`src/hw/rtl/srecord_line_parser_top_macros.svh`:
```
// ----------------------------------------------------------------------------
// S-record line parser assertion macros
// Shared concurrent assertion wrappers on clk_i / rst_ni.
// ----------------------------------------------------------------------------
`ifndef SRECORD_LINE_PARSER_TOP_MACROS_SVH
`define SRECORD_LINE_PARSER_TOP_MACROS_SVH

// checked out of reset only
`define SRLP_ASSERT(lbl, prop, msg) \
  lbl: assert property (@(posedge clk_i) disable iff (!rst_ni) prop) else $error(msg);

// checked on every edge, reset included
`define SRLP_ASSERT_ALWAYS(lbl, prop, msg) \
  lbl: assert property (@(posedge clk_i) prop) else $error(msg);

`endif

```
`src/hw/rtl/srlp_pkg.sv`:
```
// ----------------------------------------------------------------------------
// S-record line parser package
// Shared types, character constants and record-type helpers.
// ----------------------------------------------------------------------------
`timescale 1ns / 1ps
`default_nettype none

package srlp_pkg;

  localparam logic [7:0] CHAR_S  = 8'h53;
  localparam logic [7:0] CHAR_0  = 8'h30;
  localparam logic [7:0] CHAR_9  = 8'h39;
  localparam logic [7:0] CHAR_UA = 8'h41;
  localparam logic [7:0] CHAR_UF = 8'h46;
  localparam logic [7:0] CHAR_LA = 8'h61;
  localparam logic [7:0] CHAR_LF = 8'h66;
  localparam logic [7:0] SUM_OK  = 8'hFF;

  localparam logic [3:0] RT_S0 = 4'd0;
  localparam logic [3:0] RT_S1 = 4'd1;
  localparam logic [3:0] RT_S2 = 4'd2;
  localparam logic [3:0] RT_S3 = 4'd3;
  localparam logic [3:0] RT_S5 = 4'd5;
  localparam logic [3:0] RT_S7 = 4'd7;
  localparam logic [3:0] RT_S8 = 4'd8;
  localparam logic [3:0] RT_S9 = 4'd9;

  typedef enum logic [1:0] {
    LS_DONE  = 2'd0,
    LS_BUSY  = 2'd1,
    LS_ERROR = 2'd2
  } line_status_e;

  typedef enum logic {
    KIND_DATA   = 1'b0,
    KIND_STATUS = 1'b1
  } item_kind_e;

  typedef struct packed {
    logic       ok;
    logic       is_digit;
    logic [3:0] digit;
    logic [3:0] nib;
  } hex_t;

  typedef struct packed {
    logic         valid;
    item_kind_e   kind;
    logic [7:0]   data_byte;
    line_status_e status;
    logic [3:0]   rtype;
    logic [31:0]  address;
    logic         addr_present;
    logic [7:0]   byte_count;
  } result_t;

  function automatic logic [2:0] addr_bytes(input logic [3:0] t);
    logic [2:0] n;
    n = 3'd0;
    if (t == RT_S0 || t == RT_S1 || t == RT_S9) n = 3'd2;
    else if (t == RT_S2 || t == RT_S8)          n = 3'd3;
    else if (t == RT_S3 || t == RT_S7)          n = 3'd4;
    return n;
  endfunction

  function automatic logic type_ok(input logic [3:0] t);
    return t == RT_S0 || t == RT_S1 || t == RT_S2 || t == RT_S3 ||
           t == RT_S5 || t == RT_S7 || t == RT_S8 || t == RT_S9;
  endfunction

endpackage

`default_nettype wire

```
`src/hw/rtl/srlp_hex_decode.sv`:
```
// ----------------------------------------------------------------------------
// S-record hex character decoder
// Classifies one ASCII character as decimal digit / hex nibble.
// ----------------------------------------------------------------------------
`timescale 1ns / 1ps
`default_nettype none

module srlp_hex_decode (
  input  wire logic [7:0]    char_i,
  output srlp_pkg::hex_t     hex_o
);

  logic is_dig, is_up, is_lo;

  always_comb begin
    is_dig = char_i >= srlp_pkg::CHAR_0  && char_i <= srlp_pkg::CHAR_9;
    is_up  = char_i >= srlp_pkg::CHAR_UA && char_i <= srlp_pkg::CHAR_UF;
    is_lo  = char_i >= srlp_pkg::CHAR_LA && char_i <= srlp_pkg::CHAR_LF;
    hex_o.is_digit = is_dig;
    hex_o.ok       = is_dig || is_up || is_lo;
    hex_o.digit    = 4'(char_i - srlp_pkg::CHAR_0);
    priority if (is_dig) begin
      hex_o.nib = 4'(char_i - srlp_pkg::CHAR_0);
    end else if (is_up) begin
      hex_o.nib = 4'(char_i - srlp_pkg::CHAR_UA + 8'd10);
    end else if (is_lo) begin
      hex_o.nib = 4'(char_i - srlp_pkg::CHAR_LA + 8'd10);
    end else begin
      hex_o.nib = 4'd0;
    end
  end

endmodule

`default_nettype wire

```
`src/hw/rtl/srlp_line_core.sv`:
```
// ----------------------------------------------------------------------------
// S-record line state and result logic
// Per-line state registers, next-state update and result formation.
// ----------------------------------------------------------------------------
`timescale 1ns / 1ps
`default_nettype none

module srlp_line_core #(
  parameter int unsigned MAX_LINE_CHARS = 255
) (
  input  wire logic          clk_i,
  input  wire logic          rst_ni,
  input  wire logic          step_i,
  input  wire logic [7:0]    char_i,
  input  wire logic          eol_i,
  output srlp_pkg::result_t  result_o
);

  localparam int unsigned PW = $clog2(MAX_LINE_CHARS + 1);
  localparam int unsigned CW = (PW > 8) ? PW : 8;
  localparam logic [PW-1:0] PosMax = PW'(MAX_LINE_CHARS);

  srlp_pkg::hex_t hex;

  logic [PW-1:0] pos_q, pos_d;
  logic [3:0]    type_q, type_d;
  logic [3:0]    hi_q, hi_d;
  logic [7:0]    count_q, count_d;
  logic [7:0]    sum_q, sum_d;
  logic [31:0]   addr_q, addr_d;
  logic [7:0]    pend_q, pend_d;
  logic          pend_vld_q, pend_vld_d;
  logic          err_q, err_d;

  logic          sat, err_now, data_fire, good;
  logic [7:0]    byte_v;
  logic [2:0]    abytes;
  logic [CW-1:0] j_ext, half_len;

  srlp_hex_decode u_hex (
    .char_i (char_i),
    .hex_o  (hex)
  );

  always_comb begin
    pos_d      = pos_q;
    type_d     = type_q;
    hi_d       = hi_q;
    count_d    = count_q;
    sum_d      = sum_q;
    addr_d     = addr_q;
    pend_d     = pend_q;
    pend_vld_d = pend_vld_q;
    data_fire  = 1'b0;
    byte_v     = {hi_q, hex.nib};
    sat        = pos_q >= PosMax;
    j_ext      = CW'((pos_q - PW'(2)) >> 1);
    half_len   = CW'((pos_q - PW'(3)) >> 1);

    if (!sat && pos_q == PW'(1)) begin
      type_d = hex.is_digit ? hex.digit : 4'd0;
    end
    abytes = srlp_pkg::addr_bytes(type_d);

    priority if (sat) begin
      err_now = 1'b1;
    end else if (pos_q == '0) begin
      err_now = char_i != srlp_pkg::CHAR_S;
    end else if (pos_q == PW'(1)) begin
      err_now = !hex.is_digit || !srlp_pkg::type_ok(hex.digit);
    end else begin
      err_now = !hex.ok;
    end
    err_d = err_q | err_now;

    if (!sat && pos_q >= PW'(2)) begin
      if (!pos_q[0]) begin
        data_fire  = pend_vld_q && !eol_i && !err_d;
        pend_vld_d = 1'b0;
        hi_d       = hex.nib;
      end else begin
        sum_d = sum_q + byte_v;
        priority if (pos_q == PW'(3)) begin
          count_d = byte_v;
        end else if (j_ext <= CW'(abytes)) begin
          addr_d = {addr_q[23:0], byte_v};
        end else if (!err_d) begin
          pend_d     = byte_v;
          pend_vld_d = 1'b1;
        end
      end
    end
    if (!sat) pos_d = pos_q + PW'(1);

    good = !err_d && pos_q[0] && pos_q >= PW'(3) &&
           CW'(count_d) == half_len &&
           count_d >= 8'(abytes) + 8'd1 && sum_d == srlp_pkg::SUM_OK;

    result_o.valid = step_i && (eol_i || data_fire);
    result_o.rtype = type_d;
    if (eol_i) begin
      result_o.kind       = srlp_pkg::KIND_STATUS;
      result_o.data_byte  = 8'd0;
      result_o.byte_count = count_d;
      if (!good) begin
        result_o.status = srlp_pkg::LS_ERROR;
      end else if (type_d >= srlp_pkg::RT_S7) begin
        result_o.status = srlp_pkg::LS_DONE;
      end else begin
        result_o.status = srlp_pkg::LS_BUSY;
      end
      result_o.addr_present = good && abytes != 3'd0;
      result_o.address      = result_o.addr_present ? addr_d : 32'd0;
    end else begin
      result_o.kind         = srlp_pkg::KIND_DATA;
      result_o.data_byte    = pend_q;
      result_o.byte_count   = 8'd0;
      result_o.status       = srlp_pkg::LS_DONE;
      result_o.addr_present = 1'b0;
      result_o.address      = 32'd0;
    end

    if (eol_i) begin
      pos_d      = '0;
      type_d     = 4'd0;
      hi_d       = 4'd0;
      count_d    = 8'd0;
      sum_d      = 8'd0;
      addr_d     = 32'd0;
      pend_d     = 8'd0;
      pend_vld_d = 1'b0;
      err_d      = 1'b0;
    end
  end

  always_ff @(posedge clk_i or negedge rst_ni) begin
    if (!rst_ni) begin
      pos_q      <= '0;
      type_q     <= 4'd0;
      hi_q       <= 4'd0;
      count_q    <= 8'd0;
      sum_q      <= 8'd0;
      addr_q     <= 32'd0;
      pend_q     <= 8'd0;
      pend_vld_q <= 1'b0;
      err_q      <= 1'b0;
    end else if (step_i) begin
      pos_q      <= pos_d;
      type_q     <= type_d;
      hi_q       <= hi_d;
      count_q    <= count_d;
      sum_q      <= sum_d;
      addr_q     <= addr_d;
      pend_q     <= pend_d;
      pend_vld_q <= pend_vld_d;
      err_q      <= err_d;
    end
  end

endmodule

`default_nettype wire

```
`src/hw/rtl/srecord_line_parser_top.sv`:
```
// ----------------------------------------------------------------------------
// S-record line parser
// Checks and decodes S-record lines one character per request.
//
//   channel | dir | tdata                          | tuser     | tlast
//   s_axis  | in  | char_code                      | -         | end_of_line
//   m_axis  | out | data_byte, line_status,        | item_kind | -
//           |     | record_type, record_address,   |           |
//           |     | address_present, byte_count    |           |
//
// One character per cycle unless m_axis_tready_i stalls the pipeline.
// An input register and the result register bracket the line logic.
// Reset clears line state and both valid flags.
// m_axis_tready_i low stalls the result register and then the input register.
// ----------------------------------------------------------------------------
`timescale 1ns / 1ps
`default_nettype none

`include "srecord_line_parser_top_macros.svh"

module srecord_line_parser_top #(
  parameter int unsigned MAX_LINE_CHARS = 255
) (
  input  wire logic        clk_i,
  input  wire logic        rst_ni,
  input  wire logic        s_axis_tvalid_i,
  output      logic        s_axis_tready_o,
  input  wire logic [7:0]  s_axis_tdata_i,   // [7:0] char_code
  input  wire logic        s_axis_tlast_i,   // end_of_line
  output      logic        m_axis_tvalid_o,
  input  wire logic        m_axis_tready_i,
  // [7:0] data_byte, [9:8] line_status, [13:10] record_type,
  // [45:14] record_address, [46] address_present, [54:47] byte_count
  output      logic [55:0] m_axis_tdata_o,
  output      logic        m_axis_tuser_o    // [0] item_kind
);

  logic              s1_valid_q;
  logic [7:0]        s1_char_q;
  logic              s1_eol_q;
  logic              out_free, s1_fire;
  logic              out_err, out_data, out_addr_clr, out_data_clr;
  srlp_pkg::result_t res;
  srlp_pkg::result_t out_q;

  assign out_free        = !out_q.valid || m_axis_tready_i;
  assign s1_fire         = s1_valid_q && out_free;
  assign s_axis_tready_o = !s1_valid_q || out_free;

  always_ff @(posedge clk_i or negedge rst_ni) begin
    if (!rst_ni) begin
      s1_valid_q <= 1'b0;
    end else if (s_axis_tready_o) begin
      s1_valid_q <= s_axis_tvalid_i;
    end
  end

  always_ff @(posedge clk_i) begin
    if (s_axis_tvalid_i && s_axis_tready_o) begin
      s1_char_q <= s_axis_tdata_i;
      s1_eol_q  <= s_axis_tlast_i;
    end
  end

  srlp_line_core #(
    .MAX_LINE_CHARS (MAX_LINE_CHARS)
  ) u_core (
    .clk_i    (clk_i),
    .rst_ni   (rst_ni),
    .step_i   (s1_fire),
    .char_i   (s1_char_q),
    .eol_i    (s1_eol_q),
    .result_o (res)
  );

  always_ff @(posedge clk_i or negedge rst_ni) begin
    if (!rst_ni) begin
      out_q <= '0;
    end else if (out_free) begin
      out_q.valid <= res.valid;
      if (res.valid) begin
        out_q.kind         <= res.kind;
        out_q.data_byte    <= res.data_byte;
        out_q.status       <= res.status;
        out_q.rtype        <= res.rtype;
        out_q.address      <= res.address;
        out_q.addr_present <= res.addr_present;
        out_q.byte_count   <= res.byte_count;
      end
    end
  end

  assign m_axis_tvalid_o = out_q.valid;
  assign m_axis_tuser_o  = out_q.kind;
  assign m_axis_tdata_o  = {1'b0, out_q.byte_count, out_q.addr_present, out_q.address,
                            out_q.rtype, out_q.status, out_q.data_byte};

  assign out_err      = out_q.valid && out_q.kind == srlp_pkg::KIND_STATUS &&
                        out_q.status == srlp_pkg::LS_ERROR;
  assign out_data     = out_q.valid && out_q.kind == srlp_pkg::KIND_DATA;
  assign out_addr_clr = !out_q.addr_present && out_q.address == 32'd0;
  assign out_data_clr = out_q.status == srlp_pkg::LS_DONE && out_q.byte_count == 8'd0 &&
                        !out_q.addr_present;

  `SRLP_ASSERT_ALWAYS(a_reset_empty, !rst_ni |=> !out_q.valid && !s1_valid_q, "valid in reset")
  `SRLP_ASSERT(a_stall_full, !s_axis_tready_o |-> s1_valid_q && out_q.valid, "stall, no backlog")
  `SRLP_ASSERT(a_err_no_addr, out_err |-> out_addr_clr, "address on error status")
  `SRLP_ASSERT(a_data_clean, out_data |-> out_data_clr, "status fields in data result")

endmodule

`default_nettype wire
```
`config.mk`:
```
export PLATFORM = sky130hd
export DESIGN_NAME = srecord_line_parser_top
export DESIGN_NICKNAME = d
export VERILOG_FILES = /design/src/hw/rtl/srlp_pkg.sv /design/src/hw/rtl/srlp_hex_decode.sv /design/src/hw/rtl/srlp_line_core.sv /design/src/hw/rtl/srecord_line_parser_top.sv
export VERILOG_INCLUDE_DIRS = /design/src /design/src/hw/rtl
export SDC_FILE = /design/constraint.sdc
export NUM_CORES = 1
export LEC_CHECK = 0
export ABC_AREA = 1
export BUFFER_PORTS_ARGS = -buffer_cell sky130_fd_sc_hd__buf_4
export CAP_MARGIN = 25
export CORE_ASPECT_RATIO = 1.2
export CORE_MARGIN = 2
export CORE_UTILIZATION = 54
export CTS_CLUSTER_SIZE = 8
export DETAILED_ROUTE_END_ITERATION = 10
export GPL_TIMING_DRIVEN = 0
export PLACE_DENSITY_LB_ADDON = 0.12
export SYNTH_ARGS = -nofsm -noshare
export SYNTH_HDL_FRONTEND = slang
export SYNTH_HIERARCHICAL = 1
export SYNTH_SLANG_ARGS = --single-unit
```
`constraint.sdc`:
```
create_clock -name clk_i -period 3.3 [get_ports clk_i]
set_input_delay 0.165 -clock clk_i [delete_from_list [all_inputs] [get_ports clk_i]]
set_output_delay 0.165 -clock clk_i [all_outputs]
set_load 0.05 [all_outputs]
```
* Yosys cells after proc, flatten, opt, wreduce, memory -nomap -nowiden
Cells that the tools add are included.
** Word-level totals
- Input port bits :: 13
- Output and inout port bits :: 59
- Flip-flop bits (word level) :: 141
** Operators by class
- Eq/ne operators :: 26
- $lt $le $gt $ge :: 12
- Bitwise gates (word level) :: 1
- Muxes and demuxes :: 49
- Reductions and logical operators :: 52
- Add/subtract/negate cells :: 10
** Operators with widths (count)
- 32-bit 2-to-1 mux :: 6
- 8-bit 2-to-1 mux :: 15
- 41-bit 2-to-1 mux :: 1
- 4-bit 2-to-1 mux :: 9
- 1-bit logical OR :: 17
- 4-bit by 2-bit == test with 1-bit output, second input constant :: 4
- 4-bit == test, second input constant :: 4
- 8-bit by 2-bit greater-or-equal comparator with 1-bit output, second input constant :: 2
- 8-bit by 7-bit greater-or-equal comparator with 1-bit output, second input constant :: 2
- 8-bit by 7-bit <= comparator with 1-bit output, second input constant :: 2
- 1-bit logical AND :: 16
- 8-bit by 2-bit subtractor with 8-bit output, second input constant :: 2
- 1-bit 2-to-1 mux :: 13
- 4-bit by 3-bit == test with 1-bit output, second input constant :: 3
- 4-bit by 1-bit subtractor with 4-bit output, second input constant :: 3
- 11-bit 2-to-1 mux :: 1
- 2-bit inequality test, second input constant :: 5
- 3-bit 2-to-1 mux :: 3
- 3-bit inequality test, second input constant :: 3
- 4-bit adder, second input constant :: 2
- 8-bit by 1-bit adder with 8-bit output, second input constant :: 1
- 8-bit adder :: 1
- 4-bit by 1-bit == test with 1-bit output, second input constant :: 2
- 8-bit by 1-bit == test with 1-bit output, second input constant :: 1
- 22 further kinds :: 32

* Longest topological paths before layout
- Depth in word-level cells :: 24
- Depth in mapped cells :: 28
- Mapped depth without buffers :: 26

* Cells and area by module
Netlist, hierarchy kept.
** By module, submodules not included
- srlp_line_core :: cells an instance 703, area each 4999.8 µm², instances 1, sequential area each 1851.8 µm²
- srecord_line_parser_top :: cells an instance 268, area each 2611.3 µm², instances 1, sequential area each 1721.7 µm²
- srlp_hex_decode :: cells an instance 41, area each 229.0 µm², instances 1, sequential area each 0.0 µm²

* Worst setup path after synthesis
No wires, ideal clock.
- Kind :: register to register
- Start :: reg s1_char_q[0]
- End :: reg out_q (netlist bit m_axis_tdata_o[20])
- Arrival :: 3.193 ns
- Setup slack :: -0.013 ns
- Cell stages (with the launch flop) :: 25
- Path through :: edfxtp_1 -> inv_1 -> ha_1 -> nand2_2 -> nand3_1 -> nand2_2 -> inv_2 -> buf_4 -> nand2_1 -> nand2_1 -> o21ai_2 -> xor2_1 -> nand3_1 -> inv_1 -> a31oi_1 -> ha_1 -> nand2_1 -> o21ai_0 -> a21oi_1 -> nand3_1 -> clkbuf_1 -> o21ai_0 -> nor2_2 -> nand3_1 -> nand2_1
** RTL lines
- start: declaration :: RTL line srecord_line_parser_top.sv:39 : logic [7:0] s1_char_q;
- start signal: assignment :: RTL line srecord_line_parser_top.sv:60 : s1_char_q <= s_axis_tdata_i;
- end: declaration :: RTL line srecord_line_parser_top.sv:44 : srlp_pkg::result_t out_q;

==> flow_summary_export.csv <==
group,metric,value,unit
floorplan,start_util,54.8,%
power_and_ir_drop,p_int,4.25,mW
status,violations,"negative setup slack",
floorplan,core_area,14300,sq um
cts,clk_pin_slew,60,ps
layout,nNetsFinal,1203,
placed_design,dp_cells,1260,
logic_synthesis,yosysSeqAreaShare,45.6,%
sta,max_freq,272,MHz
logic_synthesis,synthCells,1012,
cts,numCtsBuffers,17,
drt,via_per_inst,5.76,
global_route,grt_max_degree,69,
sta,hold_ws,159,ps
cts,clock_latency,440,ps
worst_setup_path,cp-start-kind,"flop",
worst_setup_path,rrSetupSlack,-380,ps
worst_setup_path,crit_path_end_kind,"flop",
worst_setup_path,rr_worst_depth,26,
logic_synthesis,yosys.cell_count.top_type,"nand2_1",
sta,final_min_period_over_clock_period,112,%
logic_synthesis,synth-edff-count,9,
floorplan,dieArea,15500,sq um
global_route,antenna_found_initial,0,
sta,grt_setup_unrepaired,"yes",
logic_synthesis,yosysTopAreaCell,"dfrtp_1",
logic_synthesis,syn_nets,1050,
global_route,met1_usage,35.2,%
layout,antennaDiodeCount,0,
power_and_ir_drop,p_sw,2.66,mW
sta,setup_ws,-382,ps
logic_synthesis,ys_top_cells_by_count,"288 x nand2_1, 132 x dfrtp_1, 120 x inv_1",
status,outcome,"complete, but fails checks",
sta,drv_slew,0,
floorplan,die_x,114,microns
layout,fin_util,78.2,%
global_route,grt.busiest_layer,"met2",
drt,first_iter_violations,885,
cts,clockBufferDepth,2,
drt,routed-via-count,7787,
layout,areaGrowthSynthToFinish,42.6,%
global_route,grt_usage,29.6,%
cts,cts_tree,"yes",
drt,remaining_drc_errors,0,
floorplan,fp.dieH,136,microns
logic_synthesis,ys_ff_latch,141,
global_route,grtUsageMet3,4.81,%
worst_setup_path,crit_fanout,6,
power_and_ir_drop,p_comb_share,41.4,%
power_and_ir_drop,p_clk_share,29.5,%
drt,drt-total-wl,25600,microns
sta,clock_skew,11.9,ps
global_route,first_global_vias,7064,
cts,clock-sinks,141,
logic_synthesis,async_flop_share,93.6,%
power_and_ir_drop,switching_share,38.5,%
power_and_ir_drop,p_per_area,617,nW/um^2
layout,layout.cells.non_filler,1353,
logic_synthesis,yosys_warnings,6,
layout,fillers,931,
layout,drive_gt1_share,34.5,%
sta,finalSetupViolations,75,
global_route,met2_usage,50.8,%
power_and_ir_drop,vdd_drop_max,489,uV
cts,clockRootBuffer,"clkbuf_16",
cts,h-tree-depth,4,
worst_setup_path,reg2reg_from,"u_core/pos_q[1]",
logic_synthesis,avgSynthCellArea,7.75,sq um
flow_run,maxCapViolations,0,
worst_setup_path,reg2reg_to,"m_axis_tdata_o[14]",
power_and_ir_drop,p_seq_share,29.1,%
logic_synthesis,syn-cell-area,7840,sq um
worst_hold_path,hold_path_startpoint,"m_axis_tready_i",
worst_setup_path,crit_type,"flop to flop",
placed_design,gp_congestion,0.922,
floorplan,rows,48,
worst_setup_path,crit_arrival,4050,ps
sta,slew_headroom,47.7,%
sta,fin_tns_setup,-14980,ps
sta,min_period,3680,ps
worst_setup_path,cp-endpoint,"m_axis_tdata_o[14]",
placed_design,port_buffers,70,
drt,wl_per_cell,18.9,microns
floorplan,io_pins,72,
placed_design,dp_hpwl,14500,microns
global_route,grt_pass1_wl,35500,microns
logic_synthesis,synth_ff_type,"dfrtp_1",
global_route,grt_overflow_total,0,
worst_setup_path,startpoint,"u_core/pos_q[1]",
drt,drt_first_pass_iters,6,
logic_synthesis,ys_types,39,
logic_synthesis,synth_area_leaders,"dfrtp_1 42%, nand2_1 14%, nand3_1 6.2%",
power_and_ir_drop,leakage,5.46,nW
worst_hold_path,hp-class,"input port to flop",
sta,tightest_slew,785,ps
logic_synthesis,synth_top_area_share,42.1,%
drt,drtAntennaViolNets,0,
sta,final-hold-violation-count,0,
worst_setup_path,required,3670,ps
power groups by stage:
stage,sequential [mW],clock [mW],combinational (mW)
floorplan,2.11,0,1.24
global placement,2.02,0,1.82
detailed placement,2.02,0,1.86
CTS,2.00,2.04,2.32
global route,2.02,2.12,3.06
finish,2.01,2.04,2.86
worst max-delay path, stage by stage, from the launching register on:
cell      delay (ps)
dfrtp_2          440
inv_2            120
ha_1             180
nand2_1          100
nor2_4           180
buf_4            160
nand2_1          120
o21ai_2          160
nand3_2          150
buf_6            150
ha_4             250
inv_2             30
a21boi_2         130
o21ai_1           90
nand2_1           70
nand2_1           50
nand2_1           70
nor2_2            40
nand3_1           80
nand3_2          100
nor2_4           160
nand3_4          120
buf_12           170
buf_6            120
nor2_2            90
nand3_1          130
nand2_1          120
registers in the layout (all words and copies together) (netlist names):
name	count
s1_char_q	8
u_core/count_q	8
u_core/hi_q	4
s1_eol_q	1
s1_valid_q	1
u_core/addr_q	32
u_core/type_q	4
u_core/sum_q	8
u_core/err_q	1
m_axis_tuser_o	1
m_axis_tvalid_o	1
m_axis_tdata_o	55
u_core/pos_q	8
u_core/pend_vld_q	1
u_core/pend_q	8
cells in the final DEF, fill, tap and decap left out, drive strengths merged, types with 2 or more instances in the layout:
cell         Yosys  final
nor2            98     98
dfrtp          132    132
a21boi           2      2
clkinv           0      5
nand3b           3      3
o21ai           71     71
ha              24     24
xor2             9      9
nand2          303    303
inv            127    127
clkbuf          21     45
dlygate4sd3      0     11
a21oi           17     17
nand3           99    101
bufinv           0      3
a31oi            4      4
nor3             5      5
nand4            4      4
edfxtp           9      9
o22ai           44     44
buf             30    150
conb             2      2
metal layers:
metal / vias up / routed length (microns) / part of all wire [%]
met1: 3697 / 9590 / 37
met3: 138 / 1450 / 5.6
met2: 393 / 12900 / 50
li1: 3559 / - / -
met4: 0 / 1680 / 6.5
met5: - / 0 / 0
worst min-delay path by stage:
stage / to / cells after the start
5_1_grt: s1_valid_q / 4
6_report: s1_valid_q / 4
2_1_floorplan: m_axis_tdata_o[0] / 0
4_1_cts: s1_valid_q / 4
3_3_place_gp: s1_char_q[2] / 1
3_5_place_dp: m_axis_tdata_o[28] / 2
stage by stage:
step	setup WS, ps	total power [mW]	area [sq um]
6_report	-382	6.90	11200
5_1_grt	-511	7.20	11200
4_1_cts	-207	6.36	10300
3_3_place_gp	-903	3.83	8590
3_5_place_dp	-909	3.88	8650
2_1_floorplan	36.3	3.36	7850
layout make-up:
class	instances	area [sq um]	area share (%)
multi-input cells	695	4640	41.5
flip-flops and latches	141	3570	32.0
repair buffers	133	1220	10.9
clock buffers	23	488	4.36
inverters	127	484	4.33
plain buffers	50	425	3.80
well taps	175	219	1.96
clock inverters	9	134	1.20
repair_timing:
item / in CTS / in global routing
endpoints found under the setup margin: 76 / 76
hold buffers: 11 / 0
endpoints found under the hold margin: 142 / 0
cloned: 9 / 2
buffers inserted: 22 / 20
gates resized for setup: 173 / 171
pin swaps: 21 / 74
kinds of logic after synthesis:
| family | count (synthesis) | share of synthesized area, % |
|---|---|---|
| other | 2 | 0.0958 |
| and+or+nand+nor | 514 | 28.9 |
| buffers and inverters | 178 | 10.1 |
| xor gates and xnor gates | 10 | 1.12 |
| muxes | 1 | 0.128 |
| AOI/OAI and AO/OA | 141 | 10.1 |
| DFF | 141 | 45.6 |
| adders and majority gates | 25 | 4.09 |
Note: power is estimated with default switching activity, not from simulation.
